$ cat src/sv/l2nc_mult.sv
// ----------------------------------------------------------------------------
// l2nc_mult
// Registered 33x25 signed multiplier for scaling the stored values.
// ----------------------------------------------------------------------------
module l2nc_mult (
  input  logic               clk_i,
  input  logic signed [32:0] a_i,
  input  logic signed [24:0] b_i,
  output logic signed [57:0] p_o
);

  always_ff @(posedge clk_i) begin
    p_o <= 58'(a_i * b_i);
  end

endmodule

$ cat config.mk
export PLATFORM = sky130hd
export DESIGN_NAME = l2nc_mult
export DESIGN_NICKNAME = d
export VERILOG_FILES = /design/src/sv/l2nc_mult.sv
export SDC_FILE = /design/constraint.sdc
export NUM_CORES = 2
export LEC_CHECK = 0
export ABC_CLOCK_PERIOD_IN_PS = 9900
export BUFFER_PORTS_ARGS = -buffer_cell sky130_fd_sc_hd__buf_2
export CORE_MARGIN = 5
export CORE_UTILIZATION = 50
export CTS_BUF_LIST = sky130_fd_sc_hd__clkbuf_4
export DETAILED_ROUTE_END_ITERATION = 8
export PLACE_DENSITY = 0.76
export SLEW_MARGIN = 20
export SYNTH_ARGS = -nofsm -noshare
export SYNTH_HDL_FRONTEND = slang
export SYNTH_SLANG_ARGS = --single-unit
$ cat constraint.sdc
create_clock -name clk_i -period 9.9 [get_ports clk_i]
set_input_delay 1.485 -clock clk_i [delete_from_list [all_inputs] [get_ports clk_i]]
set_output_delay 1.485 -clock clk_i [all_outputs]
set_load 0.01 [all_outputs]
==> impl_metrics.json <==
{
  "worstMarginPinSlew_ns": 1.014,
  "first_global_vias": 23730,
  "synth_top_family_by_area": "adder cells",
  "cp.required_ns": 10.31,
  "cts_tree": "yes",
  "crit_start": "b_i[1]",
  "io_pins": 117,
  "synth_area_um2": 30200,
  "critical_path_arrival_ns": 9.43,
  "dpl.hpwl_um": 62050,
  "hp-class": "in2reg",
  "yosysMostFrequentCell": "fa_1",
  "area_growth_pct": 3.935,
  "hold_viol": 0,
  "fin_crit_ns": 9.025,
  "cp_max_fo": 33,
  "htreeDepth": 3,
  "cts_resized": 0,
  "synth_area_leaders": "fa_1 (56%), inv_1 (9.8%), and2_1 (8.5%)",
  "maxCapViolations": 0,
  "cts.hold.buffers_added": 0,
  "clock_path_buffers": 2,
  "start_kind": "input pin",
  "cts_root_buf": "clkbuf_4",
  "synth_cell_types": 60,
  "yosys.area_share.xor_xnor_pct": 1.711,
  "synth_top_cell_area_share_pct": 55.81,
  "drv_slew": 0,
  "slew-limit-headroom_pct": 32.19,
  "wl_per_cell_um": 19.08,
  "numClockSinks": 58,
  "synthAdderAreaFrac_pct": 62.31,
  "synth.area.mux_share_pct": 0,
  "setup_viol": 0,
  "syn_nets": 4266,
  "synth-async-reset-ratio_pct": 0,
  "dr.pass1.iters": 5,
  "drtIter0Drc": 1303,
  "syn_avg_cell_area_um2": 9.415,
  "grt_setup_unrepaired": "false",
  "place.gp.congestion": 0.9073,
  "synth-simple-area-share_pct": 15.78,
  "worstSetupPathType": "in2reg",
  "largest_reg_flops": 58,
  "yosys_warnings": 0,
  "synthCells": 3208,
  "fmax_mhz": 110.8,
  "finalCritPeriodShare_pct": 91.16,
  "final_net_count": 4255,
  "grtUsageTotal_pct": 24.11,
  "antenna_found_initial": 6,
  "synth-compound-area-share_pct": 4.424,
  "setup_tns_ns": 0,
  "drc": 0,
  "grt_max_degree": 34,
  "cp-end-kind": "register",
  "wirelength_um": 76140,
  "synth-edff-count": 0,
  "ys_seq_elements": 58,
  "yosysSeqAreaShare_pct": 3.844,
  "yosysTopAreaCell": "fa_1",
  "grt_pass1_wl_um": 125900,
  "core_area_um2": 60130,
  "start_util_pct": 50.23,
  "die_area_um2": 65420,
  "routed_via_density": 5.323,
  "regMostFlops": "p_o",
  "hp-start": "a_i[0]",
  "fillers": 5451,
  "status": "complete, no violations",
  "synth_common_cells": "fa_1 (842), inv_1 (785), nand2_1 (416)",
  "reg_top3": "p_o x58",
  "cts_buffers": 9,
  "vias": 21250,
  "rows": 90,
  "post_cts_buffers": 0,
  "synth-main-ff-cell": "dfxtp_1",
  "ant_nets": 0,
  "die_h_um": 255.8,
  "portBuffers": 116,
  "overflow": 0,
  "path_clk_slew_ns": 0.11,
  "die_x_um": 255.8,
  "final_layout_size_suffix_gt1_share_pct": 5.215
}
## stage by stage
step	setup slack, ns	instances	utilization, %	hold WS, ns	area, um2
global placement	0.4987	3968	51.99	1.880	31260
global route	0.6088	3991	52.21	1.399	31390
CTS	1.048	3984	52.18	1.400	31380
finish	0.8747	3991	52.21	1.426	31390
detailed placement	0.4652	3968	51.99	1.879	31260
floorplan	2.020	3208	-	1.612	30200
## critical path, stage by stage
cell and delay, ns:
buf_2 0.53, nand2_1 0.18, inv_1 0.17, fa_1 0.56, fa_1 0.56, inv_1 0.05, fa_1 0.50, fa_1 0.52
inv_1 0.05, fa_1 0.53, fa_1 0.51, inv_1 0.05, fa_1 0.47, inv_1 0.04, ha_1 0.37, a21o_1 0.23
a21o_1 0.19, a21oi_1 0.28, nor3b_1 0.59, nand4_1 0.18, o21ai_1 0.57, o221ai_1 0.37, a21oi_1 0.29, o211ai_1 0.13
## routing by layer
layer / routed length (um) / track usage (%) / vias up
met3: 5490 / 4.498 / 173
met4: 3091 / 8.831 / 4
met2: 38160 / 41.34 / 831
met5: 27 / 0 / -
li1: - / - / 9191
met1: 29370 / 30.80 / 11050
## final cells by class
cell class | count | area [um2] | area share, %
diodes | 7 | 17.52 | 0.05580
clock buffers | 9 | 67.56 | 0.2152
clock inverters | 7 | 46.29 | 0.1475
inverters | 786 | 2950 | 9.398
multi-input cells | 2206 | 25440 | 81.04
flip-flops and latches | 58 | 1161 | 3.699
well taps | 782 | 978.4 | 3.117
repair buffers | 136 | 730.7 | 2.328
## kinds of logic after synthesis
logic type,count (synthesis)
DFF,58
buffers and inverters,944
xor gates and xnor gates,59
AOI/OAI and AO/OA,194
and+or+nand+nor,954
adders and majority gates,999
## cells in the final DEF, fill, tap and decap left out, types with 5 or more instances in the layout
| cell | netlist | routed |
|---|---|---|
| a211oi_1 | 8 | 8 |
| a21o_1 | 34 | 34 |
| a21oi_1 | 51 | 51 |
| a31oi_1 | 10 | 10 |
| and2_1 | 409 | 409 |
| and3_1 | 8 | 8 |
| buf_2 | 3 | 116 |
| buf_4 | 1 | 20 |
| clkbuf_4 | 1 | 9 |
| dfxtp_1 | 58 | 58 |
| diode_2 | 0 | 7 |
| fa_1 | 842 | 842 |
| ha_1 | 157 | 157 |
| inv_1 | 785 | 785 |
| nand2_1 | 416 | 416 |
| nand2b_1 | 11 | 11 |
| nand3_1 | 16 | 16 |
| nand4_1 | 15 | 15 |
| nor2_1 | 57 | 57 |
| nor2b_1 | 5 | 5 |
| nor3_1 | 6 | 6 |
| o211ai_1 | 7 | 7 |
| o21a_1 | 5 | 5 |
| o21ai_0 | 28 | 28 |
| o21bai_1 | 15 | 15 |
| xnor2_1 | 44 | 44 |
| xor2_1 | 15 | 15 |
## final timing paths
path,end,slack (ns),cells past startpoint
worst min-delay path,p_o[0]$_DFF_P_,1.43,2
worst max-delay path,p_o[57]$_DFF_P_,0.87,24
Power is not shown: default switching activity piles up to over one toggle a cycle in this logic, so the estimate is an artifact.
